<file path="src/rtl/mmlp_pkg.sv">
`timescale 1ns / 1ps
`default_nettype none

package mmlp_pkg;

    localparam int NAME_CAPACITY_DEF = 1024;

    localparam logic [7:0] CH_NUL     = 8'h00;
    localparam logic [7:0] CH_NL      = 8'h0A;
    localparam logic [7:0] CH_SPACE   = 8'h20;
    localparam logic [7:0] CH_DASH    = 8'h2D;
    localparam logic [7:0] CH_SLASH   = 8'h2F;
    localparam logic [7:0] CH_0       = 8'h30;
    localparam logic [7:0] CH_9       = 8'h39;
    localparam logic [7:0] CH_COLON   = 8'h3A;
    localparam logic [7:0] CH_UA      = 8'h41;
    localparam logic [7:0] CH_UF      = 8'h46;
    localparam logic [7:0] CH_LBRACK  = 8'h5B;
    localparam logic [7:0] CH_LA      = 8'h61;
    localparam logic [7:0] CH_LF      = 8'h66;
    localparam logic [7:0] CH_P       = 8'h70;
    localparam logic [7:0] CH_R       = 8'h72;
    localparam logic [7:0] CH_S       = 8'h73;
    localparam logic [7:0] CH_W       = 8'h77;
    localparam logic [7:0] CH_X       = 8'h78;
    localparam logic [7:0] HEX_LOWER_BASE = CH_LA - 8'd10;
    localparam logic [7:0] HEX_UPPER_BASE = CH_UA - 8'd10;

    localparam logic KIND_ECHO   = 1'b0;
    localparam logic KIND_RECORD = 1'b1;

    localparam logic [1:0] ST_OK  = 2'd0;
    localparam logic [1:0] ST_EOD = 2'd1;
    localparam logic [1:0] ST_BAD = 2'd2;

    typedef enum logic [13:0] {
        PH_START  = 14'b00000000000001,
        PH_END    = 14'b00000000000010,
        PH_PR     = 14'b00000000000100,
        PH_PW     = 14'b00000000001000,
        PH_PX     = 14'b00000000010000,
        PH_SHARE  = 14'b00000000100000,
        PH_SP     = 14'b00000001000000,
        PH_OFFSET = 14'b00000010000000,
        PH_MAJOR  = 14'b00000100000000,
        PH_MINOR  = 14'b00001000000000,
        PH_INODE  = 14'b00010000000000,
        PH_GAP    = 14'b00100000000000,
        PH_NAME   = 14'b01000000000000,
        PH_SKIP   = 14'b10000000000000
    } phase_t;

    typedef struct packed {
        logic        result_kind;
        logic [63:0] region_start;
        logic [63:0] region_size;
        logic [63:0] file_offset;
        logic [2:0]  perm_bits;
        logic [2:0]  map_flags;
        logic [31:0] dev_major;
        logic [31:0] dev_minor;
        logic [63:0] inode_number;
        logic [9:0]  name_length;
        logic [7:0]  name_char;
        logic [1:0]  status;
    } result_t;

    // {is_hex, value}
    function automatic logic [4:0] hex_digit(logic [7:0] c);
        logic [4:0] r;
        r = 5'd0;
        if (c inside {[CH_0:CH_9]})
            r = {1'b1, 4'(c - CH_0)};
        else if (c inside {[CH_LA:CH_LF]})
            r = {1'b1, 4'(c - HEX_LOWER_BASE)};
        else if (c inside {[CH_UA:CH_UF]})
            r = {1'b1, 4'(c - HEX_UPPER_BASE)};
        return r;
    endfunction

endpackage

`default_nettype wire

</file>
<file path="src/rtl/mmlp_byte_if.sv">
`timescale 1ns / 1ps
`default_nettype none

interface mmlp_byte_if;
    logic       valid;
    logic       ready;
    logic [7:0] in_byte;

    modport source (output valid, output in_byte, input ready);
    modport sink (input valid, input in_byte, output ready);
endinterface

`default_nettype wire

</file>
<file path="src/rtl/mmlp_rec_if.sv">
`timescale 1ns / 1ps
`default_nettype none

interface mmlp_rec_if;
    logic        valid;
    logic        ready;
    logic        result_kind;
    logic [63:0] region_start;
    logic [63:0] region_size;
    logic [63:0] file_offset;
    logic [2:0]  perm_bits;
    logic [2:0]  map_flags;
    logic [31:0] dev_major;
    logic [31:0] dev_minor;
    logic [63:0] inode_number;
    logic [9:0]  name_length;
    logic [7:0]  name_char;
    logic [1:0]  status;

    modport source (
        output valid, output result_kind, output region_start, output region_size,
        output file_offset, output perm_bits, output map_flags, output dev_major,
        output dev_minor, output inode_number, output name_length, output name_char,
        output status, input ready
    );
    modport sink (
        input valid, input result_kind, input region_start, input region_size,
        input file_offset, input perm_bits, input map_flags, input dev_major,
        input dev_minor, input inode_number, input name_length, input name_char,
        input status, output ready
    );
endinterface

`default_nettype wire

</file>
<file path="src/rtl/memory_map_line_parser.sv">
// memory map line parser
// byte_chan (sink) takes the listing text, one byte per item; a zero byte
// marks end of input. rec_chan (source) gives one item per echoed name
// byte or per finished line (record, end of data or malformed line).
// a byte is held in the input register and its result, if any, is
// registered in the result register in the step that consumes the byte.
// one byte is taken every cycle while rec_chan is not stalled, the parse
// state being updated by a single pass of logic between the two registers.
// a malformed line gives its error record at once and the rest of the
// line up to newline or zero is dropped without results.
// reset (rst_n, async, active low) empties both registers and puts the
// parser at the start of a line with all fields cleared.
// when the receiver stalls, the result register holds and the input
// register takes a byte only if it is empty; once it is full,
// byte_chan.ready stays low until rec_chan.ready returns.
`timescale 1ns / 1ps
`default_nettype none

module memory_map_line_parser #(
    parameter int NAME_CAPACITY = mmlp_pkg::NAME_CAPACITY_DEF
) (
    input  wire logic  clk,
    input  wire logic  rst_n,
    mmlp_byte_if.sink  byte_chan,
    mmlp_rec_if.source rec_chan
);
    import mmlp_pkg::*;

    logic       held_valid;
    logic [7:0] held_byte;
    logic       can_take;
    logic       step;
    logic       res_valid;
    result_t    res;

    assign step = held_valid && can_take;

    mmlp_in_stage u_in (
        .clk        (clk),
        .rst_n      (rst_n),
        .byte_chan  (byte_chan),
        .take       (step),
        .held_valid (held_valid),
        .held_byte  (held_byte)
    );

    mmlp_parse_core #(
        .NAME_CAPACITY (NAME_CAPACITY)
    ) u_core (
        .clk       (clk),
        .rst_n     (rst_n),
        .step      (step),
        .c         (held_byte),
        .res_valid (res_valid),
        .res       (res)
    );

    mmlp_out_stage u_out (
        .clk      (clk),
        .rst_n    (rst_n),
        .load     (res_valid),
        .res      (res),
        .can_take (can_take),
        .rec_chan (rec_chan)
    );

endmodule

`default_nettype wire

</file>
<file path="src/rtl/mmlp_in_stage.sv">
`timescale 1ns / 1ps
`default_nettype none

module mmlp_in_stage (
    input  wire logic       clk,
    input  wire logic       rst_n,
    mmlp_byte_if.sink       byte_chan,
    input  wire logic       take,
    output logic            held_valid,
    output logic [7:0]      held_byte
);
    import mmlp_pkg::*;

    logic       valid_reg;
    logic       valid_next;
    logic [7:0] byte_reg;
    logic       load;

    assign byte_chan.ready = !valid_reg || take;
    assign load            = byte_chan.valid && byte_chan.ready;
    assign valid_next      = load || (valid_reg && !take);

    always_ff @(posedge clk or negedge rst_n)
    begin
        if (!rst_n)
        begin
            valid_reg <= 1'b0;
        end
        else
        begin
            valid_reg <= valid_next;
        end
    end

    always_ff @(posedge clk)
    begin
        if (load)
        begin
            byte_reg <= byte_chan.in_byte;
        end
    end

    assign held_valid = valid_reg;
    assign held_byte  = byte_reg;

endmodule

`default_nettype wire

</file>
<file path="src/rtl/mmlp_parse_core.sv">
`timescale 1ns / 1ps
`default_nettype none

module mmlp_parse_core #(
    parameter int NAME_CAPACITY = mmlp_pkg::NAME_CAPACITY_DEF
) (
    input  wire logic        clk,
    input  wire logic        rst_n,
    input  wire logic        step,
    input  wire logic [7:0]  c,
    output logic             res_valid,
    output mmlp_pkg::result_t res
);
    import mmlp_pkg::*;

    localparam int CNT_W = $clog2(NAME_CAPACITY + 1);

    phase_t           phase_reg, phase_next;
    logic [63:0]      acc_reg, acc_next;
    logic [63:0]      start_reg, start_next;
    logic [63:0]      end_reg, end_next;
    logic [63:0]      offset_reg, offset_next;
    logic [31:0]      major_reg, major_next;
    logic [31:0]      minor_reg, minor_next;
    logic [2:0]       perm_reg, perm_next;
    logic             share_reg, share_next;
    logic [CNT_W-1:0] count_reg, count_next;

    logic [4:0]       hex;
    logic             is_dec;
    logic [3:0]       dec;
    logic [63:0]      acc_hex;
    logic [63:0]      acc_dec;
    logic [CNT_W-1:0] count_inc;
    logic             is_nl;
    logic             is_nul;
    logic             do_gap;
    logic             do_name;
    logic             do_finish;
    logic             do_fail;
    logic             do_begin;

    assign hex       = hex_digit(c);
    assign is_dec    = (c >= CH_0) && (c <= CH_9);
    assign dec       = 4'(c - CH_0);
    assign acc_hex   = {acc_reg[59:0], hex[3:0]};
    assign acc_dec   = {acc_reg[60:0], 3'b000} + {acc_reg[62:0], 1'b0} + {60'd0, dec};
    assign count_inc = count_reg + 1'b1;
    assign is_nl     = (c == CH_NL);
    assign is_nul    = (c == CH_NUL);

    always_comb
    begin
        phase_next  = phase_reg;
        acc_next    = acc_reg;
        start_next  = start_reg;
        end_next    = end_reg;
        offset_next = offset_reg;
        major_next  = major_reg;
        minor_next  = minor_reg;
        perm_next   = perm_reg;
        share_next  = share_reg;
        count_next  = count_reg;
        res         = '0;
        res_valid   = 1'b0;
        do_gap      = 1'b0;
        do_name     = 1'b0;
        do_finish   = 1'b0;
        do_fail     = 1'b0;
        do_begin    = 1'b0;

        case (phase_reg)
            PH_START:
            begin
                if (hex[4])
                    acc_next = acc_hex;
                else if (c == CH_DASH)
                begin
                    start_next = acc_reg;
                    acc_next   = '0;
                    phase_next = PH_END;
                end
                else if (is_nul && acc_reg == '0)
                begin
                    res_valid          = 1'b1;
                    res.result_kind    = KIND_RECORD;
                    res.status         = ST_EOD;
                    do_begin           = 1'b1;
                end
                else
                    do_fail = 1'b1;
            end
            PH_END:
            begin
                if (hex[4])
                    acc_next = acc_hex;
                else if (c != CH_SPACE || acc_reg < start_reg)
                    do_fail = 1'b1;
                else
                begin
                    end_next   = acc_reg;
                    acc_next   = '0;
                    phase_next = PH_PR;
                end
            end
            PH_PR:
            begin
                phase_next = PH_PW;
                if (c == CH_R)
                    perm_next[0] = 1'b1;
                else if (c != CH_DASH)
                    do_fail = 1'b1;
            end
            PH_PW:
            begin
                phase_next = PH_PX;
                if (c == CH_W)
                    perm_next[1] = 1'b1;
                else if (c != CH_DASH)
                    do_fail = 1'b1;
            end
            PH_PX:
            begin
                phase_next = PH_SHARE;
                if (c == CH_X)
                    perm_next[2] = 1'b1;
                else if (c != CH_DASH)
                    do_fail = 1'b1;
            end
            PH_SHARE:
            begin
                phase_next = PH_SP;
                if (c == CH_S)
                    share_next = 1'b1;
                else if (c == CH_P)
                    share_next = 1'b0;
                else
                    do_fail = 1'b1;
            end
            PH_SP:
            begin
                if (c != CH_SPACE)
                    do_fail = 1'b1;
                else
                begin
                    acc_next   = '0;
                    phase_next = PH_OFFSET;
                end
            end
            PH_OFFSET:
            begin
                if (hex[4])
                    acc_next = acc_hex;
                else if (c != CH_SPACE)
                    do_fail = 1'b1;
                else
                begin
                    offset_next = acc_reg;
                    acc_next    = '0;
                    phase_next  = PH_MAJOR;
                end
            end
            PH_MAJOR:
            begin
                if (hex[4])
                    acc_next = acc_hex;
                else if (c != CH_COLON)
                    do_fail = 1'b1;
                else
                begin
                    major_next = acc_reg[31:0];
                    acc_next   = '0;
                    phase_next = PH_MINOR;
                end
            end
            PH_MINOR:
            begin
                if (hex[4])
                    acc_next = acc_hex;
                else if (c != CH_SPACE)
                    do_fail = 1'b1;
                else
                begin
                    minor_next = acc_reg[31:0];
                    acc_next   = '0;
                    phase_next = PH_INODE;
                end
            end
            PH_INODE:
            begin
                if (is_dec)
                    acc_next = acc_dec;
                else
                    do_gap = 1'b1;
            end
            PH_GAP:
            begin
                do_gap = 1'b1;
            end
            PH_NAME:
            begin
                if (is_nl)
                    do_finish = 1'b1;
                else if (is_nul)
                    do_fail = 1'b1;
                else
                    do_name = 1'b1;
            end
            PH_SKIP:
            begin
                if (is_nl || is_nul)
                    do_begin = 1'b1;
            end
            default:
            begin
                do_begin = 1'b1;
            end
        endcase

        // separator run between inode and name
        if (do_gap)
        begin
            if (c == CH_SPACE)
                phase_next = PH_GAP;
            else if (c == CH_SLASH || c == CH_LBRACK)
                do_name = 1'b1;
            else if (is_nl)
                do_finish = 1'b1;
            else
                do_fail = 1'b1;
        end

        if (do_name)
        begin
            count_next = count_inc;
            if (count_inc >= CNT_W'(NAME_CAPACITY))
                do_fail = 1'b1;
            else
            begin
                phase_next      = PH_NAME;
                res_valid       = 1'b1;
                res.result_kind = KIND_ECHO;
                res.name_length = 10'(count_inc);
                res.name_char   = c;
            end
        end

        if (do_finish)
        begin
            res_valid        = 1'b1;
            res.result_kind  = KIND_RECORD;
            res.region_start = start_reg;
            res.region_size  = end_reg - start_reg;
            res.file_offset  = offset_reg;
            res.perm_bits    = perm_reg;
            res.map_flags    = {count_reg == '0, !share_reg, share_reg};
            res.dev_major    = major_reg;
            res.dev_minor    = minor_reg;
            res.inode_number = acc_reg;
            res.name_length  = 10'(count_reg);
            res.status       = ST_OK;
            do_begin         = 1'b1;
        end

        if (do_fail)
        begin
            res             = '0;
            res_valid       = 1'b1;
            res.result_kind = KIND_RECORD;
            res.status      = ST_BAD;
            if (is_nl || is_nul)
                do_begin = 1'b1;
            else
                phase_next = PH_SKIP;
        end

        if (do_begin)
        begin
            phase_next = PH_START;
            acc_next   = '0;
            perm_next  = '0;
            share_next = 1'b0;
            count_next = '0;
        end

        if (!step)
            res_valid = 1'b0;
    end

    always_ff @(posedge clk or negedge rst_n)
    begin
        if (!rst_n)
        begin
            phase_reg  <= PH_START;
            acc_reg    <= '0;
            start_reg  <= '0;
            end_reg    <= '0;
            offset_reg <= '0;
            major_reg  <= '0;
            minor_reg  <= '0;
            perm_reg   <= '0;
            share_reg  <= 1'b0;
            count_reg  <= '0;
        end
        else if (step)
        begin
            phase_reg  <= phase_next;
            acc_reg    <= acc_next;
            start_reg  <= start_next;
            end_reg    <= end_next;
            offset_reg <= offset_next;
            major_reg  <= major_next;
            minor_reg  <= minor_next;
            perm_reg   <= perm_next;
            share_reg  <= share_next;
            count_reg  <= count_next;
        end
    end

endmodule

`default_nettype wire

</file>
<file path="src/rtl/mmlp_out_stage.sv">
`timescale 1ns / 1ps
`default_nettype none

module mmlp_out_stage (
    input  wire logic              clk,
    input  wire logic              rst_n,
    input  wire logic              load,
    input  wire mmlp_pkg::result_t res,
    output logic                   can_take,
    mmlp_rec_if.source             rec_chan
);
    import mmlp_pkg::*;

    logic    valid_reg;
    logic    valid_next;
    result_t data_reg;

    assign can_take   = !valid_reg || rec_chan.ready;
    assign valid_next = load || (valid_reg && !rec_chan.ready);

    always_ff @(posedge clk or negedge rst_n)
    begin
        if (!rst_n)
        begin
            valid_reg <= 1'b0;
        end
        else
        begin
            valid_reg <= valid_next;
        end
    end

    always_ff @(posedge clk)
    begin
        if (load)
        begin
            data_reg <= res;
        end
    end

    assign rec_chan.valid        = valid_reg;
    assign rec_chan.result_kind  = data_reg.result_kind;
    assign rec_chan.region_start = data_reg.region_start;
    assign rec_chan.region_size  = data_reg.region_size;
    assign rec_chan.file_offset  = data_reg.file_offset;
    assign rec_chan.perm_bits    = data_reg.perm_bits;
    assign rec_chan.map_flags    = data_reg.map_flags;
    assign rec_chan.dev_major    = data_reg.dev_major;
    assign rec_chan.dev_minor    = data_reg.dev_minor;
    assign rec_chan.inode_number = data_reg.inode_number;
    assign rec_chan.name_length  = data_reg.name_length;
    assign rec_chan.name_char    = data_reg.name_char;
    assign rec_chan.status       = data_reg.status;

endmodule

`default_nettype wire

</file>
<file path="src/flat_wrapper.sv">
// flat-port wrapper written by rule: the top's interface ports become plain ports
module memory_map_line_parser_flat import mmlp_pkg::*;
#(
    parameter int NAME_CAPACITY = mmlp_pkg::NAME_CAPACITY_DEF
)
  (clk, rst_n, byte_chan_valid, byte_chan_in_byte, byte_chan_ready, rec_chan_valid, rec_chan_result_kind, rec_chan_region_start, rec_chan_region_size, rec_chan_file_offset, rec_chan_perm_bits, rec_chan_map_flags, rec_chan_dev_major, rec_chan_dev_minor, rec_chan_inode_number, rec_chan_name_length, rec_chan_name_char, rec_chan_status, rec_chan_ready);
  mmlp_byte_if byte_chan_i ();
  mmlp_rec_if rec_chan_i ();
  input  wire logic clk;
  input  wire logic rst_n;
  input wire logic [$bits(byte_chan_i.valid)-1:0] byte_chan_valid;
  input wire logic [$bits(byte_chan_i.in_byte)-1:0] byte_chan_in_byte;
  output wire logic [$bits(byte_chan_i.ready)-1:0] byte_chan_ready;
  output wire logic [$bits(rec_chan_i.valid)-1:0] rec_chan_valid;
  output wire logic [$bits(rec_chan_i.result_kind)-1:0] rec_chan_result_kind;
  output wire logic [$bits(rec_chan_i.region_start)-1:0] rec_chan_region_start;
  output wire logic [$bits(rec_chan_i.region_size)-1:0] rec_chan_region_size;
  output wire logic [$bits(rec_chan_i.file_offset)-1:0] rec_chan_file_offset;
  output wire logic [$bits(rec_chan_i.perm_bits)-1:0] rec_chan_perm_bits;
  output wire logic [$bits(rec_chan_i.map_flags)-1:0] rec_chan_map_flags;
  output wire logic [$bits(rec_chan_i.dev_major)-1:0] rec_chan_dev_major;
  output wire logic [$bits(rec_chan_i.dev_minor)-1:0] rec_chan_dev_minor;
  output wire logic [$bits(rec_chan_i.inode_number)-1:0] rec_chan_inode_number;
  output wire logic [$bits(rec_chan_i.name_length)-1:0] rec_chan_name_length;
  output wire logic [$bits(rec_chan_i.name_char)-1:0] rec_chan_name_char;
  output wire logic [$bits(rec_chan_i.status)-1:0] rec_chan_status;
  input wire logic [$bits(rec_chan_i.ready)-1:0] rec_chan_ready;
  assign byte_chan_i.valid = byte_chan_valid;
  assign byte_chan_i.in_byte = byte_chan_in_byte;
  assign byte_chan_ready = byte_chan_i.ready;
  assign rec_chan_valid = rec_chan_i.valid;
  assign rec_chan_result_kind = rec_chan_i.result_kind;
  assign rec_chan_region_start = rec_chan_i.region_start;
  assign rec_chan_region_size = rec_chan_i.region_size;
  assign rec_chan_file_offset = rec_chan_i.file_offset;
  assign rec_chan_perm_bits = rec_chan_i.perm_bits;
  assign rec_chan_map_flags = rec_chan_i.map_flags;
  assign rec_chan_dev_major = rec_chan_i.dev_major;
  assign rec_chan_dev_minor = rec_chan_i.dev_minor;
  assign rec_chan_inode_number = rec_chan_i.inode_number;
  assign rec_chan_name_length = rec_chan_i.name_length;
  assign rec_chan_name_char = rec_chan_i.name_char;
  assign rec_chan_status = rec_chan_i.status;
  assign rec_chan_i.ready = rec_chan_ready;
  memory_map_line_parser #(.NAME_CAPACITY(NAME_CAPACITY)) u_core (.clk(clk), .rst_n(rst_n), .byte_chan(byte_chan_i), .rec_chan(rec_chan_i));
endmodule
</file>
<file path="config.mk">
export PLATFORM = sky130hd
export DESIGN_NAME = memory_map_line_parser_flat
export DESIGN_NICKNAME = d
export VERILOG_FILES = /design/src/rtl/mmlp_pkg.sv /design/src/rtl/mmlp_byte_if.sv /design/src/rtl/mmlp_rec_if.sv /design/src/rtl/memory_map_line_parser.sv /design/src/rtl/mmlp_in_stage.sv /design/src/rtl/mmlp_parse_core.sv /design/src/rtl/mmlp_out_stage.sv /design/src/flat_wrapper.sv
export SDC_FILE = /design/constraint.sdc
export NUM_CORES = 2
export LEC_CHECK = 0
export BUFFER_PORTS_ARGS = -buffer_cell sky130_fd_sc_hd__buf_2
export CAP_MARGIN = 20
export CELL_PAD_IN_SITES_DETAIL_PLACEMENT = 1
export CELL_PAD_IN_SITES_GLOBAL_PLACEMENT = 2
export CORE_ASPECT_RATIO = 0.75
export CORE_MARGIN = 3
export CORE_UTILIZATION = 43
export CTS_CLUSTER_SIZE = 12
export DETAILED_ROUTE_END_ITERATION = 8
export PLACE_DENSITY = 0.92
export SYNTH_ARGS = -nofsm -noshare
export SYNTH_HDL_FRONTEND = slang
export SYNTH_SLANG_ARGS = --single-unit
</file>
<file path="constraint.sdc">
create_clock -name clk -period 48 [get_ports clk]
set_input_delay 0 -clock clk [delete_from_list [all_inputs] [get_ports clk]]
set_output_delay 0 -clock clk [all_outputs]
set_load 0.01 [all_outputs]
</file>
After elaboration in Yosys (flattened, before gate mapping)
Cells that the tools add are included.
{"block": "word_totals", "out_inout_bits": 349, "reg_bits": 706, "elab_cells": 239, "input_bits": 12}
{"block": "classes", "n_reduce_logical": 50, "eq_ne": 31, "bitwise_logic": 7, "n_lt_le_gt_ge": 8, "mux": 108, "n_addsub": 7}
{"cell": "two-way mux 64 bit", "n": 10}
{"cell": "case mux 64 bit (6 select lines)", "n": 1}
{"cell": "two-way mux 14 bit", "n": 18}
{"cell": "case mux 14 bit (10 select lines)", "n": 1}
{"cell": "two-way mux 1 bit", "n": 65}
{"cell": "adder 64 x 4 -> 64 bit", "n": 1}
{"cell": "adder 64 bit", "n": 1}
{"cell": "zero test 64 bit", "n": 1}
{"cell": "< comparator 64 bit", "n": 1}
{"cell": "subtractor 64 bit", "n": 1}
{"cell": "equality test 8 x 7 -> 1 bit (second input constant)", "n": 6}
{"cell": "two-way mux 18 bit", "n": 2}
{"cell": "equality test 8 x 6 -> 1 bit (second input constant)", "n": 3}
{"cell": "inequality test 8 x 6 -> 1 bit (second input constant)", "n": 3}
{"cell": "two-way mux 11 bit", "n": 2}
{"cell": "AND reduction 4 bit", "n": 5}
{"cell": ">= comparator 8 x 7 -> 1 bit (second input constant)", "n": 2}
{"cell": "less-or-equal comparator 8 x 7 -> 1 bit (second input constant)", "n": 2}
{"cell": "nonzero test 2 bit", "n": 8}
{"cell": "two-way mux 5 bit", "n": 3}
{"cell": "equality test 14 x 1 -> 1 bit (second input constant)", "n": 1}
{"cell": "equality test 14 x 10 -> 1 bit (second input constant)", "n": 1}
{"cell": "equality test 14 x 11 -> 1 bit (second input constant)", "n": 1}
{"cell": "equality test 14 x 12 -> 1 bit (second input constant)", "n": 1}
{"cell": "40 further kinds", "n": 71}

Logic depth before layout (Yosys ltp)
{"block": "logic_depth", "depth_word": 16, "depth_mapped": 16, "mapped_depth_nobuf": 16}

Modules after synthesis
From an unflattened synthesis, not the netlist that was laid out.
{"block": "unflattened", "hier_cells": 3338, "area_unflattened_um2": 38060.3}
{"module": "mmlp_parse_core", "cells_per_inst": 2975, "seq_area_each_um2": 8734.6, "area_each_um2": 27292.4, "instances": 1}
{"module": "mmlp_out_stage", "cells_per_inst": 350, "seq_area_each_um2": 10445.0, "area_each_um2": 10467.5, "instances": 1}
{"module": "mmlp_in_stage", "cells_per_inst": 12, "seq_area_each_um2": 265.3, "area_each_um2": 294.0, "instances": 1}
{"module": "memory_map_line_parser", "cells_per_inst": 1, "seq_area_each_um2": 0.0, "area_each_um2": 6.3, "instances": 1}

Least setup slack after synthesis
OpenSTA, ideal clock, no wires.
{"block": "synth_timing", "kind": "reg-to-reg", "from": "register u_core.u_core.acc_reg[22]", "to": "register u_core.u_out.data_reg, in the netlist u_core.u_out.rec_chan.dev_major[0] (enable)", "slack_ns": 30.039, "period_less_slack_ns": 17.961, "setup_time_ns": 1.069, "arrival_ns": 16.892, "required_ns": 46.931, "n_path_buf": 0, "stages_incl_launch_ff": 13, "cell_sequence": "dfrtp_1 -> ha_1 -> and4_1 -> nor4bb_1 -> a221o_1 -> a211o_1 -> a21oi_1 -> nor2_1 -> o31ai_1 -> nor4_4 -> inv_1 -> nor2_1 -> nor2_1"}
{"block": "synth_via", "elab_chain_len": 14, "elab_cells_between_ends": 25, "classes_between": "1 x order compare; 21 x mux; 3 x reduce/logical"}
{"item": "start: declaration", "line": "mmlp_parse_core.sv:19", "source": "logic [63:0] acc_reg, acc_next;"}
{"item": "start signal: assignment", "line": "mmlp_parse_core.sv:308", "source": "acc_reg <= acc_next;"}
{"item": "parallel branches: the longest is 12 deep, another holds < comparator 64 bit"}
{"item": "two-way mux 1 bit (*)", "line": "mmlp_parse_core.sv:265", "source": "if (do_fail)"}
{"item": "two-way mux 1 bit (*)", "line": "mmlp_parse_core.sv:286", "source": "if (!step)"}
{"item": "named net u_core.res_valid", "line": "memory_map_line_parser.sv:33", "source": "logic res_valid;"}
{"item": "end signal: assignment", "line": "mmlp_out_stage.sv:37", "source": "data_reg <= res;"}
{"item": "end: declaration", "line": "mmlp_out_stage.sv:16", "source": "result_t data_reg;"}
Mark *: on every way through the listed nets, which the timed path passes.
A chain may end at the register's enable or synchronous reset.

Worst setup path after layout
{"block": "layout_timing", "from": "register u_core.u_core.acc_reg[17]", "to": "register u_core.u_out.data_reg, in the netlist u_core.u_out.rec_chan.region_size[30] (enable)"}
The elaborated chain is that of the path after synthesis.

==> summary.md <==
| Metric | Value |
|---|---|
| Most used cells in the layout excluding fill and tap cells | buf_2, edfxtp_1, dfrtp_1, ha_1, nand2_1 |
| Pin count of the biggest net entering global routing | 115 |
| Depth of the critical timing path with buffers and inverters included | 15 |
| Avg Inst Size Synth | 11.06 um^2 |
| Via count of the first global-routing pass | 28,760 |
| Total power divided by cell area | 36.90 mW/mm^2 |
| Final clock period utilization by the worst path | 13.27% |
| Count of antenna diodes in the layout | 0 |
| Status | complete, but fails checks |
| Average wire length per cell after detail routing | 23.48 um |
| Final setup violation count | 0 |
| Sequential-to-total area share from yosys stat | 52.64% |
| Total I/O pin count | 361 |
| Placed cell areas | 0.03973 mm^2 |
| Share of post-route cells with drive strength above 1 | 19.68% |
| Global-route wire length before repair | 176.4 mm |
| Hold violation total from the final report | 7 |
| Starting Density | 43.66% |
| Setup Buffers After CTS | 0 |
| Worst setup SP type | flop |
| Asr flop ratio synth | 49.72% |
| Post-detailed-route via-to-cell ratio | 5.763 |
| Slew at the pin closest to its max-slew limit | 1.157 ns |
| Final net count | 3,916 |
| Post-synthesis instance area | 0.03694 mm^2 |
| FF+latch count, synth | 706 |
| Hold/Removal Path Class | input port to asynchronous set/reset pin |
| Number of library cell types mapped by synthesis | 90 |
| Number of buffers and inverters on the critical path | 4 |
| DRC violations left | 0 |
| Violations in the final reports | negative hold slack |
| Number of iterations in the first detailed-routing pass | 5 |
| Delay of the slowest critical-path stage | 0.83 ns |
| Fmax achieved | 157.0 MHz |
| Die H | 259.8 um |
| Slew Limit Headroom | 22.18% |
| Number of CTS-inserted buffers | 76 |
| Iteration-0 DRC Markers | 2,441 |
| Total die area | 0.08950 mm^2 |
| Crit path max-delay family | buffers and inverters |
| Post-detail-place hpwl | 78.96 mm |
| Endpoint arrival time on the critical path | 6.63 ns |
| Number of cells produced by synthesis | 3,341 |
| Clock tree buffer depth | 3 |
| Clk sink count | 706 |
| PortBufs | 360 |
| Start-to-end type of the worst setup path | flop to flop |
| Data required time of the critical path | 48.26 ns |
| Clock edge transition at the registers on the reported setup and hold paths | 0.06 ns |
| Most used cell along the critical path | buf_4 |
| Setup repair after global routing missed its margin | false |
| Global route overflow | 0 |
| Crit path max fanout | 71 |
| RD Place Congestion | 0.9423 |
| Cell with the largest stage delay on the worst path | buf_4 |
| Most frequent standard cell in the layout excluding fill and tap cells | buf_2 |
| Final Slew Violations | 0 |
| Hold slack final | -0.04635 ns |
| Maximum capacitance violations | 0 |
| CTS tree | done |
| Number of nets still failing antenna checks after routing | 0 |
| Root buffer cell | clkbuf_16 |
| Clock skew after layout | 0.02501 ns |
| CTS H-tree depth | 3 |
| CP endpoint kind | flop |
| FF-to-FF path depth | 15 |
| Syn. warnings | 0 |
| Nets in the synthesized netlist | 3,611 |
| Total via count after detailed routing | 27,880 |
| Clock latency on the worst-skew pair | 0.64 ns |
| Overall routing resource usage | 25.32% |
| Fin Setup TNS | 0 ns |
| Post-synth top flop | edfxtp_1 |
| Number of antenna violations at the first check in global routing | 6 |
| Post-CTS resize count | 0 |
| Pleak | 19.41 nW |
| Final period demand of the worst path | 6.369 ns |
| Standard-cell row count | 92 |
| Ordered list of cells on the worst path | ha_1 -> and4_1 -> nor4bb_1 -> a221o_1 -> a211o_1 -> a21oi_1 -> nor2_1 -> o31ai_1 -> nor4_4 -> inv_1 -> nor2_1 -> nor2_4 -> buf_4 -> buf_4 -> buf_4 |
| Total detailed-routing wirelength | 113.6 mm |
| P&R area growth vs syn | 14.31% |
| Peak supply drop | 0.02182 mV |
| Overall die width | 344.5 um |
| Layout Cell Area excl Fill | 0.04223 mm^2 |
| Placeable core region | 0.08461 mm^2 |
| EDFF count, synth | 355 |
-- stage by stage --
stage	util [%]	setup WS (ns)	power [mW]	instances	hold slack, ns
2_1_floorplan	-	30.04	0.9343	3341	-0.2956
3_3_place_gp	46.96	41.86	0.9985	4682	0.08867
3_5_place_dp	46.96	41.74	1.006	4682	0.1032
4_1_cts	49.85	41.68	1.572	4836	0.01877
5_1_grt	49.91	41.27	1.626	4838	0.05007
6_report	49.91	41.63	1.558	4838	-0.04635
-- what timing repair did --
item                                   CTS  global route
endpoints found under the hold margin  106             0
setup endpoints to repair                0             0
hold buffers                            12             0
-- cells by family (layout without fill, tap and decap cells) --
logic type / count (synthesis) / count (layout) / synth area share, %
compound gates: 765 / 765 / 12.93
xor+xnor: 126 / 126 / 2.987
fa+ha+maj: 258 / 258 / 8.799
buf+inv: 291 / 660 / 3.092
flops: 706 / 706 / 52.64
mux: 193 / 193 / 5.876
simple gates: 1002 / 1002 / 13.68
-- report_power, final --
| group | switching [mW] | total, mW | leakage [nW] | internal [mW] |
|---|---|---|---|---|
| combinational | 0.175 | 0.244 | 10.3 | 0.0692 |
| sequential | 0.0260 | 0.751 | 7.97 | 0.725 |
| clock | 0.250 | 0.563 | 1.12 | 0.313 |
| total | 0.451 | 1.56 | 19.4 | 1.11 |
-- per-layer routing --
layer / track usage, % / wire, um / up-vias
li1: - / - / 12700
met1: 37.24 / 53280 / 14290
met2: 39.77 / 51790 / 765
met3: 3.703 / 6443 / 132
met4: 5.329 / 2053 / 2
met5: 0 / 12 / -
-- cell usage after synthesis, types with 5 or more instances --
cell / count / area [um^2]
a211oi_1: 14 / 105.1
a21oi_1: 184 / 920.9
or3_1: 7 / 43.79
nand2_1: 254 / 953.4
o21ai_1: 17 / 85.08
edfxtp_1: 355 / 10660
clkbuf_2: 5 / 25.02
a21boi_0: 6 / 45.04
o21ai_0: 225 / 1126
nor3b_1: 9 / 67.56
nor2b_1: 16 / 100.1
nand3b_1: 7 / 52.55
o211ai_1: 12 / 90.09
ha_1: 255 / 3191
dfrtp_1: 350 / 8758
and2_1: 210 / 1314
o41ai_1: 5 / 43.79
o31ai_1: 24 / 180.2
or2_2: 6 / 37.54
a221o_1: 6 / 60.06
nand4_1: 43 / 269.0
and4_1: 7 / 61.31
xnor2_1: 76 / 665.6
a41oi_1: 7 / 61.31
buf_2: 17 / 85.08
a31o_2: 5 / 43.79
nor4_1: 25 / 156.4
and3_1: 30 / 187.7
a31oi_1: 26 / 162.7
o21bai_1: 26 / 195.2
mux2_2: 191 / 2151
nor2_1: 247 / 927.1
a22o_1: 5 / 43.79
nand2b_1: 26 / 162.7
nor3_1: 35 / 175.2
xor2_1: 50 / 437.9
a311oi_1: 5 / 43.79
o21a_1: 20 / 150.1
a22oi_1: 56 / 420.4
inv_1: 110 / 412.9
nand3_1: 55 / 275.3
clkbuf_1: 155 / 581.8
a21o_1: 81 / 608.1
-- worst reg2reg max path, delay by kind of cell, from the launching register on --
kind,cells,cell delay [ns]
adder cells (fa/ha/maj),1,0.35
AND/OR/NAND/NOR,6,0.85
buffers and inverters,4,2.57
flip-flops,1,0.73
AO/OA/AOI/OAI,4,1.44
-- worst paths after layout --
check | start | end | slack, ns
worst max-delay path | u_core.u_core.acc_reg[17] | u_core.u_out.rec_chan.region_size[30] | 41.63
worst min-delay path | rst_n | u_core.u_in.held_valid | -0.05
worst max register to register | u_core.u_core.acc_reg[17] | u_core.u_out.rec_chan.region_size[30] | 41.63
worst min register to register | u_core.u_core.end_reg[48] | u_core.u_core.end_reg[48] | 0.49
max in group asynchronous | rst_n | u_core.u_core.offset_reg[36] | 45.35
min in group clk | byte_chan_in_byte[3] | u_core.u_in.held_byte[3] | 0.07
-- layout make-up --
cell class / instances / area, um^2
flip-flops and latches: 706 / 19440
clock inverters: 22 / 148.9
fillers: 9170 / 42380
clock buffers: 120 / 2171
repair buffers: 407 / 2235
multi-input cells: 2344 / 16400
well taps: 1128 / 1411
inverters: 111 / 416.7
(Power assumes the default switching activity.)
